<file path="src/assert_macros.svh">
`ifndef ASSERT_MACROS_SVH
`define ASSERT_MACROS_SVH

// same-cycle implication, off while in reset
`define ASSERT_SAME(lbl, clk, rstn, ante, cons, msg) \
    lbl: assert property (@(posedge clk) disable iff (!(rstn)) (ante) |-> (cons)) \
        else $error(msg);

// next-cycle implication, off while in reset
`define ASSERT_NEXT(lbl, clk, rstn, ante, cons, msg) \
    lbl: assert property (@(posedge clk) disable iff (!(rstn)) (ante) |=> (cons)) \
        else $error(msg);

`endif

</file>
<file path="src/rsasv_pkg.sv">
`default_nettype none

package rsasv_pkg;

    localparam int FIELD_W    = 32;
    localparam int CFG_DATA_W = 32;
    localparam int CFG_ADDR_W = 4;

    localparam logic [1:0] REG_MODULUS  = 2'd0;
    localparam logic [1:0] REG_PRIV_EXP = 2'd1;
    localparam logic [1:0] REG_PUB_EXP  = 2'd2;

    typedef enum logic [2:0] {
        ST_IDLE,
        ST_REDUCE,
        ST_SQUARE,
        ST_MULT,
        ST_WRITE
    } rsasv_state_t;

endpackage

`default_nettype wire

</file>
<file path="src/rsa_sign_and_verify.sv">
// channel   | handshake                         | payload
// ----------+-----------------------------------+-------------------------------------------
// input     | s_valid / s_ready                 | s_message_hash
// result    | m_valid / m_ready                 | m_signature, m_recovered, m_matches_res
// config    | psel, penable, pwrite, pready = 1 | paddr, pwdata, prdata
//
// every reduce, square and multiply step of an item goes through the single
// modular double-and-add unit, one bit per cycle
// a modulus below two skips the arithmetic and goes straight to the write state
// aresetn is synchronous and active low; it restores the reset key registers
// s_ready is high only while idle; a finished item waits in its own state when
// the output register is still full, so m_ready low stalls the whole block
`default_nettype none

module rsa_sign_and_verify
    import rsasv_pkg::*;
#(
    parameter int KEY_BITS = 32
) (
    input  wire logic                  aclk,
    input  wire logic                  aresetn,

    input  wire logic                  psel,
    input  wire logic                  penable,
    input  wire logic                  pwrite,
    input  wire logic [CFG_ADDR_W-1:0] paddr,
    input  wire logic [CFG_DATA_W-1:0] pwdata,
    output logic      [CFG_DATA_W-1:0] prdata,
    output logic                       pready,

    input  wire logic                  s_valid,
    output logic                       s_ready,
    input  wire logic [FIELD_W-1:0]    s_message_hash,

    output logic                       m_valid,
    input  wire logic                  m_ready,
    output logic      [FIELD_W-1:0]    m_signature,
    output logic      [FIELD_W-1:0]    m_recovered,
    output logic                       m_matches_res
);

`include "assert_macros.svh"

    localparam int CNT_W = $clog2(KEY_BITS);
    localparam logic [CNT_W-1:0] CNT_MAX = CNT_W'(KEY_BITS - 1);
    localparam logic [KEY_BITS-1:0] KEY_ONE = {{(KEY_BITS-1){1'b0}}, 1'b1};
    localparam logic [KEY_BITS-1:0] KEY_TWO = {{(KEY_BITS-2){1'b0}}, 2'b10};

    // configuration
    logic [CFG_DATA_W-1:0] modulus_reg, modulus_next;
    logic [CFG_DATA_W-1:0] priv_exp_reg, priv_exp_next;
    logic [CFG_DATA_W-1:0] pub_exp_reg, pub_exp_next;

    // control
    rsasv_state_t     state_reg, state_next;
    logic [CNT_W-1:0] step_cnt_reg, step_cnt_next;
    logic [CNT_W-1:0] bit_cnt_reg, bit_cnt_next;
    logic             verify_reg, verify_next;
    logic             m_valid_reg, m_valid_next;

    // datapath
    logic [KEY_BITS-1:0] rem_reg, rem_next;
    logic [KEY_BITS-1:0] h_reg, h_next;
    logic [KEY_BITS-1:0] base_reg, base_next;
    logic [KEY_BITS-1:0] exp_reg, exp_next;
    logic [KEY_BITS-1:0] pacc_reg, pacc_next;
    logic [KEY_BITS-1:0] macc_reg, macc_next;
    logic [KEY_BITS-1:0] mop_reg, mop_next;
    logic [KEY_BITS-1:0] sig_reg, sig_next;
    logic [KEY_BITS-1:0] rec_reg, rec_next;
    logic [FIELD_W-1:0]  m_signature_reg, m_signature_next;
    logic [FIELD_W-1:0]  m_recovered_reg, m_recovered_next;
    logic                m_matches_res_reg, m_matches_res_next;

    // masked key values
    logic [63:0]         modulus_wide, priv_exp_wide, pub_exp_wide, hash_wide;
    logic [KEY_BITS-1:0] n_k, d_k, e_k, h_k;
    logic [63:0]         sig_wide, rec_wide;

    // shared unit: (2x + y) mod n for x, y < n
    logic [KEY_BITS-1:0] unit_x, unit_y, unit_res;
    logic [KEY_BITS+1:0] unit_t, unit_n1, unit_n2;

    logic cfg_wr, accept, out_free, small_n;
    logic mul_last, pow_last, sq_done, take_mult, bit_done, pow_done;

    assign modulus_wide  = {32'd0, modulus_reg};
    assign priv_exp_wide = {32'd0, priv_exp_reg};
    assign pub_exp_wide  = {32'd0, pub_exp_reg};
    assign hash_wide     = {32'd0, s_message_hash};
    assign n_k           = modulus_wide[KEY_BITS-1:0];
    assign d_k           = priv_exp_wide[KEY_BITS-1:0];
    assign e_k           = pub_exp_wide[KEY_BITS-1:0];
    assign h_k           = hash_wide[KEY_BITS-1:0];
    assign sig_wide      = 64'(sig_reg);
    assign rec_wide      = 64'(rec_reg);
    assign small_n       = (n_k < KEY_TWO);

    // config port
    assign pready = 1'b1;
    assign cfg_wr = psel && penable && pwrite && pready;

    always_comb begin
        modulus_next  = modulus_reg;
        priv_exp_next = priv_exp_reg;
        pub_exp_next  = pub_exp_reg;
        if (cfg_wr) begin
            unique case (paddr[3:2])
                REG_MODULUS:  modulus_next  = pwdata;
                REG_PRIV_EXP: priv_exp_next = pwdata;
                REG_PUB_EXP:  pub_exp_next  = pwdata;
                default: ;
            endcase
        end
    end

    always_comb begin
        unique case (paddr[3:2])
            REG_MODULUS:  prdata = modulus_reg;
            REG_PRIV_EXP: prdata = priv_exp_reg;
            REG_PUB_EXP:  prdata = pub_exp_reg;
            default:      prdata = '0;
        endcase
    end

    // shared modular double-and-add unit
    always_comb begin
        if (state_reg == ST_REDUCE) begin
            unit_x = rem_reg;
            unit_y = {{(KEY_BITS-1){1'b0}}, h_reg[KEY_BITS-1]};
        end else begin
            unit_x = macc_reg;
            unit_y = mop_reg[KEY_BITS-1] ? pacc_reg : '0;
        end
        unit_t  = {1'b0, unit_x, 1'b0} + {2'b00, unit_y};
        unit_n1 = {2'b00, n_k};
        unit_n2 = {1'b0, n_k, 1'b0};
        priority if (unit_t >= unit_n2) begin
            unit_res = unit_t[KEY_BITS-1:0] - unit_n2[KEY_BITS-1:0];
        end else if (unit_t >= unit_n1) begin
            unit_res = unit_t[KEY_BITS-1:0] - n_k;
        end else begin
            unit_res = unit_t[KEY_BITS-1:0];
        end
    end

    // sequencer flags
    assign accept    = s_valid && s_ready;
    assign out_free  = !m_valid_reg || m_ready;
    assign mul_last  = (step_cnt_reg == '0);
    assign pow_last  = (bit_cnt_reg == '0);
    assign sq_done   = (state_reg == ST_SQUARE) && mul_last;
    assign take_mult = sq_done && exp_reg[KEY_BITS-1];
    assign bit_done  = (sq_done && !exp_reg[KEY_BITS-1]) || ((state_reg == ST_MULT) && mul_last);
    assign pow_done  = bit_done && pow_last;

    // next state
    always_comb begin
        state_next = state_reg;
        unique case (state_reg)
            ST_IDLE: begin
                if (accept) begin
                    state_next = small_n ? ST_WRITE : ST_REDUCE;
                end
            end
            ST_REDUCE: begin
                if (mul_last) begin
                    state_next = ST_SQUARE;
                end
            end
            ST_SQUARE: begin
                priority if (take_mult) begin
                    state_next = ST_MULT;
                end else if (pow_done && verify_reg) begin
                    state_next = ST_WRITE;
                end else begin
                    state_next = ST_SQUARE;
                end
            end
            ST_MULT: begin
                if (mul_last) begin
                    state_next = (pow_done && verify_reg) ? ST_WRITE : ST_SQUARE;
                end
            end
            ST_WRITE: begin
                if (out_free) begin
                    state_next = ST_IDLE;
                end
            end
            default: state_next = ST_IDLE;
        endcase
    end

    // handshake outputs
    always_comb begin
        s_ready = (state_reg == ST_IDLE);
        m_valid = m_valid_reg;
    end

    assign m_signature   = m_signature_reg;
    assign m_recovered   = m_recovered_reg;
    assign m_matches_res = m_matches_res_reg;

    // datapath
    always_comb begin
        rem_next           = rem_reg;
        h_next             = h_reg;
        base_next          = base_reg;
        exp_next           = exp_reg;
        pacc_next          = pacc_reg;
        macc_next          = macc_reg;
        mop_next           = mop_reg;
        sig_next           = sig_reg;
        rec_next           = rec_reg;
        step_cnt_next      = step_cnt_reg;
        bit_cnt_next       = bit_cnt_reg;
        verify_next        = verify_reg;
        m_signature_next   = m_signature_reg;
        m_recovered_next   = m_recovered_reg;
        m_matches_res_next = m_matches_res_reg;
        m_valid_next       = m_valid_reg && !m_ready;

        unique case (state_reg)
            ST_IDLE: begin
                if (accept) begin
                    h_next        = h_k;
                    rem_next      = '0;
                    sig_next      = '0;
                    rec_next      = '0;
                    step_cnt_next = CNT_MAX;
                    verify_next   = 1'b0;
                end
            end
            ST_REDUCE: begin
                rem_next      = unit_res;
                h_next        = h_reg << 1;
                step_cnt_next = step_cnt_reg - 1'b1;
                if (mul_last) begin
                    base_next     = unit_res;
                    exp_next      = d_k;
                    pacc_next     = KEY_ONE;
                    mop_next      = KEY_ONE;
                    macc_next     = '0;
                    step_cnt_next = CNT_MAX;
                    bit_cnt_next  = CNT_MAX;
                end
            end
            ST_SQUARE, ST_MULT: begin
                macc_next     = unit_res;
                mop_next      = mop_reg << 1;
                step_cnt_next = step_cnt_reg - 1'b1;
                if (mul_last) begin
                    pacc_next     = unit_res;
                    macc_next     = '0;
                    step_cnt_next = CNT_MAX;
                    if (take_mult) begin
                        mop_next = base_reg;
                    end else begin
                        exp_next     = exp_reg << 1;
                        bit_cnt_next = bit_cnt_reg - 1'b1;
                        mop_next     = unit_res;
                        if (pow_last) begin
                            if (!verify_reg) begin
                                sig_next     = unit_res;
                                base_next    = unit_res;
                                exp_next     = e_k;
                                pacc_next    = KEY_ONE;
                                mop_next     = KEY_ONE;
                                bit_cnt_next = CNT_MAX;
                                verify_next  = 1'b1;
                            end else begin
                                rec_next = unit_res;
                            end
                        end
                    end
                end
            end
            ST_WRITE: begin
                if (out_free) begin
                    m_signature_next   = sig_wide[FIELD_W-1:0];
                    m_recovered_next   = rec_wide[FIELD_W-1:0];
                    m_matches_res_next = (rec_reg == rem_reg);
                    m_valid_next       = 1'b1;
                end
            end
            default: ;
        endcase
    end

    always_ff @(posedge aclk) begin
        if (!aresetn) begin
            modulus_reg  <= 32'd21;
            priv_exp_reg <= 32'd5;
            pub_exp_reg  <= 32'd5;
            state_reg    <= ST_IDLE;
            step_cnt_reg <= '0;
            bit_cnt_reg  <= '0;
            verify_reg   <= 1'b0;
            m_valid_reg  <= 1'b0;
        end else begin
            modulus_reg  <= modulus_next;
            priv_exp_reg <= priv_exp_next;
            pub_exp_reg  <= pub_exp_next;
            state_reg    <= state_next;
            step_cnt_reg <= step_cnt_next;
            bit_cnt_reg  <= bit_cnt_next;
            verify_reg   <= verify_next;
            m_valid_reg  <= m_valid_next;
        end
    end

    always_ff @(posedge aclk) begin
        rem_reg           <= rem_next;
        h_reg             <= h_next;
        base_reg          <= base_next;
        exp_reg           <= exp_next;
        pacc_reg          <= pacc_next;
        macc_reg          <= macc_next;
        mop_reg           <= mop_next;
        sig_reg           <= sig_next;
        rec_reg           <= rec_next;
        m_signature_reg   <= m_signature_next;
        m_recovered_reg   <= m_recovered_next;
        m_matches_res_reg <= m_matches_res_next;
    end

    // assertions
    `ASSERT_NEXT(a_write_fills_output, aclk, aresetn, (state_reg == ST_WRITE) && out_free, m_valid_reg, "finished item not moved to output register")
    `ASSERT_SAME(a_macc_reduced, aclk, aresetn, (state_reg == ST_SQUARE) || (state_reg == ST_MULT), macc_reg < n_k, "product accumulator not below modulus")
    `ASSERT_SAME(a_pacc_reduced, aclk, aresetn, (state_reg == ST_SQUARE) || (state_reg == ST_MULT), pacc_reg < n_k, "power accumulator not below modulus")
    `ASSERT_SAME(a_rem_reduced, aclk, aresetn, state_reg == ST_REDUCE, rem_reg < n_k, "remainder not below modulus")

endmodule

`default_nettype wire

</file>
<file path="config.mk">
export PLATFORM = sky130hd
export DESIGN_NAME = rsa_sign_and_verify
export DESIGN_NICKNAME = d
export VERILOG_FILES = /design/src/rsasv_pkg.sv /design/src/rsa_sign_and_verify.sv
export VERILOG_INCLUDE_DIRS = /design/src /design/src/src
export SDC_FILE = /design/constraint.sdc
export NUM_CORES = 1
export LEC_CHECK = 0
export BUFFER_PORTS_ARGS = -buffer_cell sky130_fd_sc_hd__buf_2
export CAP_MARGIN = 20
export CELL_PAD_IN_SITES_DETAIL_PLACEMENT = 1
export CELL_PAD_IN_SITES_GLOBAL_PLACEMENT = 1
export CORE_UTILIZATION = 49
export CTS_BUF_LIST = sky130_fd_sc_hd__clkbuf_4 sky130_fd_sc_hd__clkbuf_8
export CTS_CLUSTER_SIZE = 25
export DETAILED_ROUTE_END_ITERATION = 8
export GPL_TIMING_DRIVEN = 0
export HOLD_SLACK_MARGIN = 0.12
export PLACE_DENSITY_LB_ADDON = 0.1
export SLEW_MARGIN = 20
export SYNTH_ARGS = -nofsm -noshare
export SYNTH_HDL_FRONTEND = slang
export SYNTH_SLANG_ARGS = --single-unit
</file>
<file path="constraint.sdc">
create_clock -name aclk -period 8.42 [get_ports aclk]
set_clock_uncertainty 0.1 [all_clocks]
set_input_delay 1.263 -clock aclk [delete_from_list [all_inputs] [get_ports aclk]]
set_output_delay 1.263 -clock aclk [all_outputs]
set_load 0.05 [all_outputs]
</file>
==> out/metrics.csv <==
metric,value,unit
status,finished clean,
ys_top_cells_by_count,"578 x nand2_1, 353 x edfxtp_1, 260 x nor2_1",
num_vias,21600,
pin_count,175,
yosysWarnings,0,
drtIter0Drc,1486,
worstPathRequired,8.73,ns
period_minus_slack,8.20,ns
yosys_register_bits,464,
regArea,12800,sq um
start_util,49.9,%
die_h,229,microns
synth_top_area_cell,edfxtp_1,
grt_max_degree,53,
cts_tree,yes,
via_per_inst,5.95,
clock_latency,0.72,ns
multi_input_area,11500,sq um
postCtsHoldBufs,0,
cts_buffers,80,
start_kind,register,
grt_overflow_total,0,
clk_pin_slew,0.06,ns
tightest_slew,1.11,ns
antenna_cells,0,
first_global_vias,22600,
drive_gt1_share,15.3,%
drt-pass1-iter-count,5,
dieArea,52300,sq um
relSlewSlack,25.3,%
setup_violations,0,
synthesis.instances,2634,
htree_levels,3,
synth.cell_area,25200,sq um
avgSynthCellArea,9.57,sq um
hpwlAfterDp,67700,microns
antenna_found_initial,0,
crit_top_cell,nand2_1,
port_buffers,169,
clockBufferDepth,3,
die_x,229,microns
synth_fa_ha_area_share,5.05,%
max_freq,122,MHz
setup_tns,0,ns
synthSimpleGateAreaFrac,18.7,%
synthToLayoutAreaGrowth,15.0,%
synthFlopType,edfxtp_1,
ant_nets,0,
cts_root_buf,clkbuf_8,
max_stage_delay,0.58,ns
synth_seq_area_share,50.9,%
drt_drc_violations_left,0,
async_flop_share,0,%
rows,82,
synth_most_common_cell,nand2_1,
wl,89700,microns
hp-class,reg -> reg,
dpl-instance-area,27200,sq um
cp_top_family,compound AO/OA/AOI/OAI gates,
synth-xor-area-share,3.75,%
fillers,5871,
final_nets,3073,
synth_top_family_by_area,simple AND/OR/NAND/NOR gates,
hold_viol,0,
gp_congestion,0.948,
crit_type,reg -> reg,
grt_pass1_wl,135000,microns
routedWlPerCell,24.7,microns
numClockSinks,464,
end_kind,register,
rsz0062_at_grt,no,
syn_nets,2809,
synthMuxAreaShare,3.33,%
crit_path_cell_trace,or3b_1 > clkbuf_1 > clkbuf_2 > nand2_1 > nand2_1 > ha_1 > fa_1 > a21oi_1 > nand4b_1 > a31oi_2 > o2111ai_1 > nand2_1 > xor2_1 > ha_1 > buf_2 > a21oi_1 > a21boi_2 > o211ai_2 > a21oi_4 > o2111ai_2 > nand2_2 > o21ai_0 > o22ai_4 > o21ai_0,
crit_arrival,8.52,ns
maxCapViolCount,0,
synth_cell_types,104,
synth-compound-area-share,14.4,%
synthTopCellsByArea,"edfxtp_1 42%, dfxtp_1 8.8%, nand2_1 8.6%",
grtUsageTotal,34.0,%
coreArea,50500,sq um
synth_enable_flop_cells,353,
yosys.area.top_type_share,42.1,%
finalMaxSlewViolations,0,
worst-path-buf-inv,3,
final_cell_area,29000,sq um
post-route-period-util,97.4,%
cp_max_fo,10,
slowest_stage,or3b_1,
## what timing repair did
action,4_1_cts,5_1_grt
setup buffers,2,1
setup endpoints to repair,218,99
pin swaps,1,0
gates resized for setup,8,15
## path summary, 6_finish.rpt
check	from	end	slack [ns]	depth (start not counted)
setup / recovery	state_reg[0]	mop_reg[30]	0.22	24
hold / removal	sig_reg[4]	m_signature[4]	0.32	0
setup reg to reg	state_reg[0]	mop_reg[30]	0.22	24
hold reg to reg	sig_reg[4]	m_signature[4]	0.32	0
## routing by layer
layer | wire, microns | vias to the layer above | track usage [%]
met5 | 0 | - | 0
met4 | 4690 | 0 | 18.3
met3 | 4330 | 220 | 4.15
met2 | 45200 | 744 | 60.1
met1 | 35500 | 10800 | 40.4
li1 | - | 9872 | -
## through the flow
step           setup WS (ns)  utilization [%]  instances  hold WS [ns]
6_report               0.216             57.4       3631         0.319
3_3_place_gp           -1.09             53.3       3475         0.302
5_1_grt               0.0324             57.4       3631         0.326
3_5_place_dp          -0.910             53.9       3485         0.306
4_1_cts               0.0255             57.3       3630         0.320
2_1_floorplan           2.37                -       2634         0.300
## final cells by class
cell class                      instances  share of cell area, %
Clock inverter                         25                  0.760
Timing Repair Buffer                  182                   4.00
Buffer                                140                   2.15
Clock buffer                          118                   5.00
Sequential cell                       464                   44.2
Multi-Input combinational cell       1933                   39.7
Inverter                               97                   1.26
Tap cell                              672                   2.90
## cells by family after synthesis
logic type	Yosys count
and+or+nand+nor	1091
AOI/OAI and AO/OA	567
DFF	464
buffers and inverters	237
xor gates and xnor gates	108
adders and majority gates	100
muxes	66
other	1
## cell usage in the layout (no fill, tap or decap), types with 19 or more instances in the layout
cell type | synthesis | routed
a21o_1 | 27 | 27
a21oi_1 | 214 | 212
a31oi_1 | 55 | 55
and3_1 | 48 | 48
buf_2 | 13 | 182
clkbuf_1 | 110 | 104
clkbuf_4 | 0 | 29
clkbuf_8 | 0 | 90
dfxtp_1 | 111 | 111
edfxtp_1 | 353 | 353
ha_1 | 97 | 97
inv_1 | 87 | 85
mux2i_1 | 40 | 40
nand2_1 | 578 | 576
nand3_1 | 33 | 33
nand4_1 | 20 | 20
nor2_1 | 260 | 258
nor3_1 | 37 | 36
nor4_1 | 24 | 23
o211ai_1 | 19 | 19
o21ai_0 | 109 | 108
xnor2_1 | 52 | 52
xor2_1 | 56 | 56
Power is left out: the tool's default activity adds up to more than one toggle a clock period on the data nets, which glitch-free logic cannot reach.
